===== config.mk =====
export PLATFORM = sky130hd
export DESIGN_NAME = stack_bytecode_instruction_decoder
export DESIGN_NICKNAME = d
export VERILOG_FILES = /design/src/hw/rtl/sbid_pkg.sv /design/src/hw/rtl/sbid_decode.sv /design/src/hw/rtl/stack_bytecode_instruction_decoder.sv
export SDC_FILE = /design/constraint.sdc
export NUM_CORES = 1
export LEC_CHECK = 0
export ABC_AREA = 1
export BUFFER_PORTS_ARGS = -buffer_cell sky130_fd_sc_hd__buf_2
export CORE_ASPECT_RATIO = 0.5
export CORE_MARGIN = 1.5
export CORE_UTILIZATION = 25
export CTS_CLUSTER_DIAMETER = 150
export DETAILED_ROUTE_END_ITERATION = 6
export GPL_TIMING_DRIVEN = 0
export PLACE_DENSITY_LB_ADDON = 0.3
export REMOVE_ABC_BUFFERS = 1
export SLEW_MARGIN = 25
export SYNTH_ARGS = -nofsm -noshare
export SYNTH_HDL_FRONTEND = slang
export SYNTH_SLANG_ARGS = --single-unit
export TNS_END_PERCENT = 1

===== constraint.sdc =====
create_clock -name clk -period 6 [get_ports clk]
set_input_delay 0.3 -clock clk [delete_from_list [all_inputs] [get_ports clk]]
set_output_delay 0.3 -clock clk [all_outputs]
set_load 0.005 [all_outputs]

===== src/hw/rtl/sbid_pkg.sv =====
`default_nettype none
package sbid_pkg;

	localparam int OFFSET_WIDTH = 32;

	localparam logic [1:0] EV_INSTR   = 2'd0;
	localparam logic [1:0] EV_CAPTURE = 2'd1;
	localparam logic [1:0] EV_END     = 2'd2;
	localparam logic [1:0] EV_INVALID = 2'd3;

	localparam logic [1:0] PH_OPCODE  = 2'd0;
	localparam logic [1:0] PH_OPERAND = 2'd1;
	localparam logic [1:0] PH_KIND    = 2'd2;
	localparam logic [1:0] PH_INDEX   = 2'd3;

	localparam logic [1:0] NEED_BAD      = 2'd3;
	localparam logic [1:0] BYTE_CNT_LAST = 2'd3;
	localparam logic [1:0] KIND_MAX      = 2'd3;
	localparam logic [3:0] GRP_END       = 4'hF;
	localparam logic [7:0] OP_CLOSURE    = 8'h54;

	typedef struct packed {
		logic                    halted;
		logic [1:0]              phase;
		logic [7:0]              opcode_hold;
		logic [OFFSET_WIDTH-1:0] byte_offset;
		logic [OFFSET_WIDTH-1:0] start_offset;
		logic [1:0]              byte_cnt;
		logic [31:0]             acc;
		logic [31:0]             first_hold;
		logic [1:0]              operands_left;
		logic [31:0]             captures_left;
		logic [1:0]              kind_hold;
	} st_t;

	typedef struct packed {
		logic [1:0]  event_res;
		logic [31:0] offset;
		logic [3:0]  group;
		logic [3:0]  variant;
		logic [1:0]  operand_count;
		logic [31:0] first_operand;
		logic [31:0] second_operand;
		logic [1:0]  capture_kind;
	} res_t;

	// Number of 32-bit operands after an opcode, NEED_BAD for undefined opcodes.
	function automatic logic [1:0] operand_need(input logic [3:0] g, input logic [3:0] v);
		logic [1:0] need;
		need = NEED_BAD;
		case (g)
			4'd0: begin
				if (v inside {[4'd1:4'd13]}) need = 2'd0;
			end
			4'd1: begin
				if (v inside {4'd0, 4'd1, 4'd5}) need = 2'd1;
				else if (v == 4'd2) need = 2'd2;
				else if (v inside {[4'd3:4'd11]}) need = 2'd0;
			end
			4'd2, 4'd3, 4'd4: begin
				if (v inside {[4'd0:4'd3]}) need = 2'd1;
			end
			4'd5: begin
				if (v inside {4'd0, 4'd1, 4'd5, 4'd8, 4'd10}) need = 2'd1;
				else if (v inside {[4'd0:4'd9]}) need = 2'd2;
			end
			4'd6: begin
				if (v inside {[4'd0:4'd6]}) need = 2'd0;
			end
			4'd7: begin
				if (v inside {[4'd0:4'd3]}) need = 2'd0;
				else if (v == 4'd4) need = 2'd1;
			end
			default: need = NEED_BAD;
		endcase
		return need;
	endfunction

endpackage
`default_nettype wire


===== src/hw/rtl/sbid_decode.sv =====
`default_nettype none
module sbid_decode (
	input  wire sbid_pkg::st_t  st,
	input  wire logic [7:0]     code_byte,
	output sbid_pkg::st_t       st_next,
	output logic                res_valid,
	output sbid_pkg::res_t      res
);

	logic [1:0]  need;
	logic [31:0] acc_new;
	logic [31:0] here;
	logic [31:0] start;

	assign need    = sbid_pkg::operand_need(code_byte[7:4], code_byte[3:0]);
	assign acc_new = st.acc | (32'(code_byte) << {st.byte_cnt, 3'b000});
	assign here    = 32'(st.byte_offset);
	assign start   = 32'(st.start_offset);

	always_comb begin
		st_next   = st;
		res_valid = 1'b0;
		res       = '0;
		if (!st.halted) begin
			st_next.byte_offset = st.byte_offset + sbid_pkg::OFFSET_WIDTH'(1);
			case (st.phase)
				sbid_pkg::PH_OPCODE: begin
					st_next.opcode_hold  = code_byte;
					st_next.start_offset = st.byte_offset;
					res.offset  = here;
					res.group   = code_byte[7:4];
					res.variant = code_byte[3:0];
					if (code_byte[7:4] == sbid_pkg::GRP_END) begin
						res_valid      = 1'b1;
						res.event_res  = sbid_pkg::EV_END;
						st_next.halted = 1'b1;
					end else if (need == sbid_pkg::NEED_BAD) begin
						res_valid      = 1'b1;
						res.event_res  = sbid_pkg::EV_INVALID;
						st_next.halted = 1'b1;
					end else if (need == 2'd0) begin
						res_valid     = 1'b1;
						res.event_res = sbid_pkg::EV_INSTR;
					end else begin
						st_next.operands_left = need;
						st_next.byte_cnt      = '0;
						st_next.acc           = '0;
						st_next.phase         = sbid_pkg::PH_OPERAND;
					end
				end
				sbid_pkg::PH_KIND: begin
					if (code_byte > 8'(sbid_pkg::KIND_MAX)) begin
						res_valid      = 1'b1;
						res.event_res  = sbid_pkg::EV_INVALID;
						res.offset     = here;
						res.group      = st.opcode_hold[7:4];
						res.variant    = st.opcode_hold[3:0];
						st_next.halted = 1'b1;
					end else begin
						st_next.kind_hold    = code_byte[1:0];
						st_next.start_offset = st.byte_offset;
						st_next.byte_cnt     = '0;
						st_next.acc          = '0;
						st_next.phase        = sbid_pkg::PH_INDEX;
					end
				end
				default: begin
					// Operand or capture index bytes, least significant first.
					st_next.acc = acc_new;
					if (st.byte_cnt != sbid_pkg::BYTE_CNT_LAST) begin
						st_next.byte_cnt = st.byte_cnt + 2'd1;
					end else begin
						st_next.byte_cnt = '0;
						st_next.acc      = '0;
						res.offset       = start;
						res.group        = st.opcode_hold[7:4];
						res.variant      = st.opcode_hold[3:0];
						if (st.phase == sbid_pkg::PH_INDEX) begin
							res_valid                 = 1'b1;
							res.event_res             = sbid_pkg::EV_CAPTURE;
							res.operand_count         = 2'd1;
							res.first_operand         = acc_new;
							res.capture_kind          = st.kind_hold;
							st_next.captures_left     = st.captures_left - 32'd1;
							st_next.phase = (st.captures_left != 32'd1) ?
								sbid_pkg::PH_KIND : sbid_pkg::PH_OPCODE;
						end else if (st.operands_left == 2'd2) begin
							st_next.first_hold    = acc_new;
							st_next.operands_left = 2'd1;
						end else begin
							st_next.operands_left = '0;
							st_next.phase         = sbid_pkg::PH_OPCODE;
							res_valid             = 1'b1;
							res.event_res         = sbid_pkg::EV_INSTR;
							if (sbid_pkg::operand_need(st.opcode_hold[7:4],
								st.opcode_hold[3:0]) == 2'd2) begin
								res.operand_count  = 2'd2;
								res.first_operand  = st.first_hold;
								res.second_operand = acc_new;
							end else begin
								res.operand_count = 2'd1;
								res.first_operand = acc_new;
							end
							// A closure with a positive count is followed by its captures.
							if (st.opcode_hold == sbid_pkg::OP_CLOSURE) begin
								if (!acc_new[31] && acc_new != 32'd0) begin
									st_next.captures_left = acc_new;
									st_next.phase         = sbid_pkg::PH_KIND;
								end else begin
									st_next.captures_left = '0;
								end
							end
						end
					end
				end
			endcase
		end
	end

endmodule
`default_nettype wire


===== src/hw/rtl/stack_bytecode_instruction_decoder.sv =====
// Channel  Direction  Handshake                Payload
// input    in         in_valid / in_stall      code_byte
// output   out        out_valid / out_stall    event_res, offset, group, variant,
//                                              operand_count, first_operand,
//                                              second_operand, capture_kind
//
// One byte is accepted per cycle while in_stall is low; its result, if any, is shown on the next cycle
// unless the output register still holds an earlier request.
// The decode state is updated in the cycle a byte is accepted, by one pass of logic.
// A result register and one skid register hold results; in_stall rises only when
// both are full, and falls in the cycle after the output side takes a request.
// Reset clears the decode state and both result valid flags; after an end marker or
// an invalid opcode or capture kind, bytes are still accepted but ignored until the next reset.
`default_nettype none
module stack_bytecode_instruction_decoder (
	input  wire  logic               clk,
	input  wire  logic               arst_n,
	input  wire  logic               in_valid,
	output logic                     in_stall,
	input  wire  logic [7:0]         code_byte,
	output logic                     out_valid,
	input  wire  logic               out_stall,
	output logic [1:0]               event_res,
	output logic [31:0]              offset,
	output logic [3:0]               group,
	output logic [3:0]               variant,
	output logic [1:0]               operand_count,
	output logic signed [31:0]       first_operand,
	output logic signed [31:0]       second_operand,
	output logic [1:0]               capture_kind
);

	sbid_pkg::st_t  st_q;
	sbid_pkg::st_t  st_next;
	sbid_pkg::res_t res;
	sbid_pkg::res_t out_q;
	sbid_pkg::res_t skid_q;
	logic           res_valid;
	logic           out_valid_q;
	logic           skid_valid_q;
	logic           in_take;
	logic           out_take;
	logic           push;

	sbid_decode u_decode (
		.st        (st_q),
		.code_byte (code_byte),
		.st_next   (st_next),
		.res_valid (res_valid),
		.res       (res)
	);

	assign in_stall = skid_valid_q;
	assign in_take  = in_valid && !in_stall;
	assign out_take = out_valid_q && !out_stall;
	assign push     = in_take && res_valid;

	always_ff @(posedge clk or negedge arst_n) begin
		if (!arst_n) begin
			st_q <= '0;
		end else if (in_take) begin
			st_q <= st_next;
		end
	end

	// A request is pushed only while the skid register is empty, so it always fits.
	always_ff @(posedge clk or negedge arst_n) begin
		if (!arst_n) begin
			out_valid_q  <= 1'b0;
			skid_valid_q <= 1'b0;
		end else if (out_take) begin
			if (skid_valid_q) begin
				skid_valid_q <= 1'b0;
			end else begin
				out_valid_q <= push;
			end
		end else if (push) begin
			if (out_valid_q) begin
				skid_valid_q <= 1'b1;
			end else begin
				out_valid_q <= 1'b1;
			end
		end
	end

	always_ff @(posedge clk) begin
		if (out_take) begin
			if (skid_valid_q) begin
				out_q <= skid_q;
			end else if (push) begin
				out_q <= res;
			end
		end else if (push) begin
			if (out_valid_q) begin
				skid_q <= res;
			end else begin
				out_q <= res;
			end
		end
	end

	assign out_valid      = out_valid_q;
	assign event_res      = out_q.event_res;
	assign offset         = out_q.offset;
	assign group          = out_q.group;
	assign variant        = out_q.variant;
	assign operand_count  = out_q.operand_count;
	assign first_operand  = out_q.first_operand;
	assign second_operand = out_q.second_operand;
	assign capture_kind   = out_q.capture_kind;

	a_skid_behind_out: assert property (@(posedge clk) disable iff (!arst_n)
		skid_valid_q |-> out_valid_q)
		else $error("skid register holds a request while the output register is empty");

	a_halt_sticks: assert property (@(posedge clk) disable iff (!arst_n)
		st_q.halted |=> st_q.halted && $stable(st_q.byte_offset))
		else $error("decoder left the halted state or advanced its offset");

	a_kind_needs_count: assert property (@(posedge clk) disable iff (!arst_n)
		(st_q.phase == sbid_pkg::PH_KIND) |-> (st_q.captures_left != 32'd0))
		else $error("waiting for a capture kind with no captures left");

	a_halted_quiet: assert property (@(posedge clk) disable iff (!arst_n)
		st_q.halted |-> !push)
		else $error("halted decoder produced a request");

endmodule
`default_nettype wire


* Word level (Yosys, flattened, before mapping) *
Index checks and enable logic that the tools add are counted.

cells by class
  multiplexer cells = 100
  shift operators = 1
  order comparisons = 17
  eq/ne operators = 46
  add/subtract/negate cells = 3
  reductions and logical operators = 49
  bitwise logic cells = 8

operators with widths
  cell                                                                       count
  110-bit 2-to-1 mux                                                         7
  32-bit 2-to-1 mux                                                          9
  34-bit 2-to-1 mux                                                          6
  177-bit 2-to-1 mux                                                         1
  66-bit 2-to-1 mux                                                          2
  98-bit 2-to-1 mux                                                          1
  2-bit 2-to-1 mux                                                           42
  42-bit one-hot mux with 2 select lines                                     1
  68-bit 2-to-1 mux                                                          1
  34-bit one-hot mux with 2 select lines                                     1
  32-bit one-hot mux with 2 select lines                                     1
  4-bit by 3-bit equality test with 1-bit output (second input constant)     12
  42-bit 2-to-1 mux                                                          1
  32-bit by 1-bit adder with 32-bit output (second input constant)           1
  32-bit by 1-bit inequality test with 1-bit output (second input constant)  1
  32-bit OR                                                                  1
  32-bit nonzero test                                                        1
  8-bit by 5-bit << shifter with 32-bit output                               1
  32-bit by 1-bit subtractor with 32-bit output (second input constant)      1
  4-bit by 2-bit equality test with 1-bit output (second input constant)     6
  4-bit less-or-equal comparator (second input constant)                     6
  2-bit one-hot mux with 6 select lines                                      2
  4-bit equality test (second input constant)                                5
  1-bit 2-to-1 mux                                                           20
  other kinds (31)                                                           94

word-level totals
  input port bits = 12
  output and inout bits = 112
  register bits = 399
  word-level logic and storage cells = 253

* Logic depth before layout (Yosys ltp) *
  depth after elaboration = 21
  mapped depth = 18
  mapped depth without buffers = 17

* By module *
A second synthesis with hierarchy kept.

second synthesis, totals
  cells, all modules = 2696
  area total of the unflattened synthesis = 21768.4 µm²

by module, submodules not included
  module                              area an instance (µm²)  cells each  times used  sequential area each (µm²)
  stack_bytecode_instruction_decoder  15160.8                 1355        1           11085.6
  sbid_decode                         6607.6                  1341        1           0.0

* Worst setup path before layout *
OpenSTA, ideal clock, no wires.

  path kind = in2reg
  start point = in code_byte[2]
  end point = reg skid_q[0] (netlist bit) (enable)
  path buffers = 1
  stages on the path = 14
  path slack = -1.192 ns
  library setup time = 0.580 ns
  data required time = 5.420 ns
  arrival = 6.612 ns
  path through = buf_2 inv_2 o21ai_0 o31ai_1 or2_2 a21oi_1 nand2_1 inv_1 ha_1 a21oi_1 nor2_1 nor3_1 inv_1 nor2_1

on the way
  word-level cells in the longest chain between the ends = 14
  elaborated cells on any way between the ends = 44
  those cells by class = 9 x order compare; 7 x eq/ne; 17 x mux; 11 x reduce/logical

RTL lines
  item                                                                                              RTL line                                  source
  from (decl)                                                                                       stack_bytecode_instruction_decoder.sv:20  input wire logic [7:0] code_byte,
  4-bit by 2-bit >= comparator with 1-bit output or 4-bit less-or-equal comparator (tied branches)  sbid_pkg.sv:58                            else if (v inside {[4'd3:4'd11]}) need = 2'd0;
  1-bit logical AND                                                                                 sbid_pkg.sv:58
  2-bit 2-to-1 mux                                                                                  sbid_pkg.sv:58
  2-bit 2-to-1 mux                                                                                  sbid_pkg.sv:57                            else if (v == 4'd2) need = 2'd2;
  2-bit 2-to-1 mux                                                                                  sbid_pkg.sv:56                            if (v inside {4'd0, 4'd1, 4'd5}) need = 2'd1;
  2-bit one-hot mux with 6 select lines                                                             sbid_pkg.sv:51                            case (g)
  2-bit zero test                                                                                   sbid_decode.sv:41                         end else if (need == 2'd0) begin
  1-bit 2-to-1 mux                                                                                  sbid_decode.sv:41
  1-bit 2-to-1 mux                                                                                  sbid_decode.sv:37                         end else if (need == sbid_pkg::NEED_BAD) begin
  1-bit 2-to-1 mux                                                                                  sbid_decode.sv:33                         if (code_byte[7:4] == sbid_pkg::GRP_END) begin
  1-bit one-hot mux with 2 select lines (*)                                                         sbid_decode.sv:26                         case (st.phase)
  1-bit 2-to-1 mux (*)                                                                              sbid_decode.sv:24                         if (!st.halted) begin
  1-bit logical AND (*)                                                                             stack_bytecode_instruction_decoder.sv:56  assign push = in_take && res_valid;
  3-bit AND reduction (no line) (*)                                                                 -
  to (signal assigned)                                                                              stack_bytecode_instruction_decoder.sv:95  skid_q <= res;
  to (decl)                                                                                         stack_bytecode_instruction_decoder.sv:37  sbid_pkg::res_t skid_q;

Mark *: on every way between the ends. The rest lies on a longest branch, timed or not.
A chain may end at the register's enable or synchronous reset.

* Worst setup path after layout *
  start point = reg st_q[100] (netlist bit)
  end point = reg skid_q[61] (netlist bit) (enable)

on the way
  word-level cells in the longest chain between the ends = 6

RTL lines
  item                                   RTL line                                  source
  from (decl)                            stack_bytecode_instruction_decoder.sv:33  sbid_pkg::st_t st_q;
  from (signal assigned)                 stack_bytecode_instruction_decoder.sv:62  st_q <= st_next;
  2-bit inequality test                  sbid_decode.sv:70                         if (st.byte_cnt != sbid_pkg::BYTE_CNT_LAST) begin
  1-bit 2-to-1 mux                       sbid_decode.sv:70
  1-bit one-hot mux with 2 select lines  sbid_decode.sv:26
  1-bit 2-to-1 mux                       sbid_decode.sv:24
  1-bit logical AND                      stack_bytecode_instruction_decoder.sv:56
  3-bit AND reduction (no line)          -

No other way between the ends.

==> metrics.cfg <==
[logic_synthesis]
ys_ff_latch = 399
synth_commonest_cells = nand2_1 (629), nand3_1 (232), nor2_1 (228), edfxtp_1 (220), inv_1 (218)
seq_area_frac_synth_pct = 57.40
yosysTopAreaCell = edfxtp_1
synth_ff_type = edfxtp_1
async_flop_share_pct = 44.86
synth.most_common_cell = nand2_1
syn_inst = 2244
synth_edf_count = 220
ys_warn_count = 0
synth_area_mm2 = 0.01931
synth_top_area_share_pct = 34.21
syn_avg_cell_area_um2 = 8.606
synth.area.top_cells = edfxtp_1 (34%), dfrtp_1 (23%), nand2_1 (12%)
yosys.cell_types.count = 42

[place]
io_buffers = 123
gp_congestion = 0.8501
dp_slack_ns = 1.253
dp.cells = 3294
place_hpwl_mm = 34.82

[timing]
max_freq_mhz = 239.6
finalMaxSlewViolations = 0
fin_setup_tns_ns = 0
fin_skew_ns = 0.02533
final-setup-viol-count = 0
finalCriticalPeriod_ns = 4.174
hold_ws_ns = 0.1079
grt_setup_unrepaired = false
period_share_pct = 69.57
tightest_slew_ns = 0.9804
relSlewSlack_pct = 34.41
final_hold_viol_count = 0
final.setup.worst_slack_ns = 1.826

[clocking]
cts_num_sinks = 399
cts_htree_levels = 2
cts_resized = 0
ctsRootBufferMaster = clkbuf_16
clk_transition_reported_paths_ns = 0.06
cts_setup_buffers = 0
cts_tree = yes
numCtsBuffers = 44
ctsLongestPathBuffers = 3
insertion_delay_ns = 0.58

[power]
power_frac_seq_pct = 50.4
p_sw_w = 0.001178
swShare_pct = 20.66
power.leakage_nw = 9.771
power.density_mw_per_mm2 = 251.4
p_int_w = 0.004524
ir_worst_vdd_mv = 0.1912
power_frac_clock_pct = 48.4
p_comb_share_pct = 1.3
finalPower_w = 0.005702

[grt]
grt_max_degree = 67
track_usage_pct = 13.33
grt_antenna_before_repair = 0
grt_overflow_total = 0
grt_pass1_wl_mm = 83.94
grt_pass1_vias = 14856

[setup_path]
reg2regPathDepth = 10
cp-endpoint = skid_q[61]
r2r_end = skid_q[61]
path_max_fanout = 22
r2r_start = st_q[100]
arrival_ns = 4.43
worstSetupPathType = flip-flop to flip-flop
cp-startpoint = st_q[100]
worstSetupStartpointType = flip-flop
rrSetupSlack_ns = 1.83
cp_data_required_time_ns = 6.26
crit_path_end_kind = flip-flop

[min_path]
hold_path.class = input pin to flip-flop
hold_path_depth = 3

[detailed_routing]
via_per_inst = 4.458
num_vias = 15058
drt_pre_antenna_iters = 6
drcViolationCount = 0
postRouteAntennaNets = 0
routedWlPerCell_um = 15.58
wl_mm = 52.62
drt_iter0_markers = 922

[final_layout]
syn2layout_area_growth_pct = 17.44
finalNonFillerCells = 3378
fillers = 7958
antenna_cells = 0
fin_nets = 2338
drive_above_1_share_pct = 11.54

[die]
die_x_um = 396.1
die_y_um = 199.5
num_io_pins = 124
core_mm2 = 0.07578
dieArea_mm2 = 0.07903
start_util_pct = 25.49
num_rows = 71

[job]
maxCapViolCount = 0

[outcome]
status = finished clean

sequential cells by signal (all words and copies together), names as in the netlist, 4 cells and up, named ones only:
register and cells:
st_q 176, skid_q 110, first_operand 32, offset 32
second_operand 32, group 4, variant 4
metal layers:
metal	wire length [µm]	vias up	share of wire, %	global-route usage (%)
li1	-	7505	-	-
met4	1265	0	2.4	4.087
met2	25130	280	48	22.85
met1	24010	7197	46	17.14
met5	0	-	0	0
met3	2213	76	4.2	2.332
cell type report:
type / count / area, µm² / share of cell area (%)
Multi-Input combinational cell: 1496 / 6867 / 30.28
Inverter: 234 / 889.6 / 3.922
Clock buffer: 66 / 1267 / 5.588
Clock inverter: 16 / 191.4 / 0.8440
Timing Repair Buffer: 145 / 1099 / 4.844
Sequential cell: 399 / 11090 / 48.89
Tap cell: 1022 / 1279 / 5.638
critical path, stage by stage (launching register included):
cell     delay (ns)
dfrtp_1        0.97
ha_1           0.51
nor2_4         0.20
buf_16         0.26
inv_1          0.07
o21ai_0        0.08
nor3_1         0.59
inv_1          0.19
nor2_4         0.49
buf_12         0.25
buf_12         0.20
power groups by stage:
stage / Combinational [W] / Clock (W) / Sequential (W)
CTS: 0.0000733 / 0.00284 / 0.00287
floorplan: 0.0000181 / 0 / 0.00293
detailed placement: 0.0000719 / 0 / 0.00293
global route: 0.0000805 / 0.00295 / 0.00287
global placement: 0.0000668 / 0 / 0.00293
finish: 0.0000713 / 0.00276 / 0.00287
layout by cell type (no fill, tap or decap), drive strengths merged, types with 2 or more instances in the layout:
cell type,netlist,routed
o22ai,9,9
bufinv,0,4
mux2,6,6
clkbuf,63,66
a31oi,3,3
edfxtp,220,220
xor2,35,35
a21oi,68,68
nand2,636,636
o21ai,179,179
xnor2,3,3
ha,6,6
inv,233,232
nor3,25,25
nand4,37,37
nand3,233,233
o31ai,2,2
clkinv,1,12
nor4,3,3
dfrtp,179,179
clkinvlp,0,2
dlygate4sd3,0,2
buf,52,143
or2,14,14
nor2,231,231
worst min-delay path by stage:
stage               startpoint        end  slack, ns
floorplan               arst_n  async pin      0.004
global placement     st_q[120]  st_q[120]       0.47
detailed placement      arst_n  st_q[110]       0.28
CTS                   in_valid  st_q[176]        0.1
global route          in_valid  st_q[176]       0.12
finish                in_valid  st_q[176]       0.11
repair_timing:
action / in CTS / in global routing
endpoints found under the hold margin: 57 / 0
endpoints found under the setup margin: 0 / 0
hold buffers: 2 / 0
stage by stage:
| step | instance area, µm² | util, % |
|---|---|---|
| final | 22680 | 29.93 |
| after global routing | 22680 | 29.93 |
| after CTS | 22670 | 29.92 |
| after detailed placement | 21190 | 27.97 |
| after global placement | 20660 | 27.27 |
| after floorplan | 18770 | - |
kinds of logic (layout without fill, tap and decap cells):
group,after synthesis,count (layout),share of synthesized area (%)
adders and majority gates,6,6,0.3887
DFF,399,399,57.40
buffers and inverters,349,461,7.379
xor gates and xnor gates,38,38,1.723
muxes,6,6,0.3498
and+or+nand+nor,1181,1181,25.71
AOI/OAI and AO/OA,265,265,7.049
No activity file was read; power rests on OpenSTA's default activity.
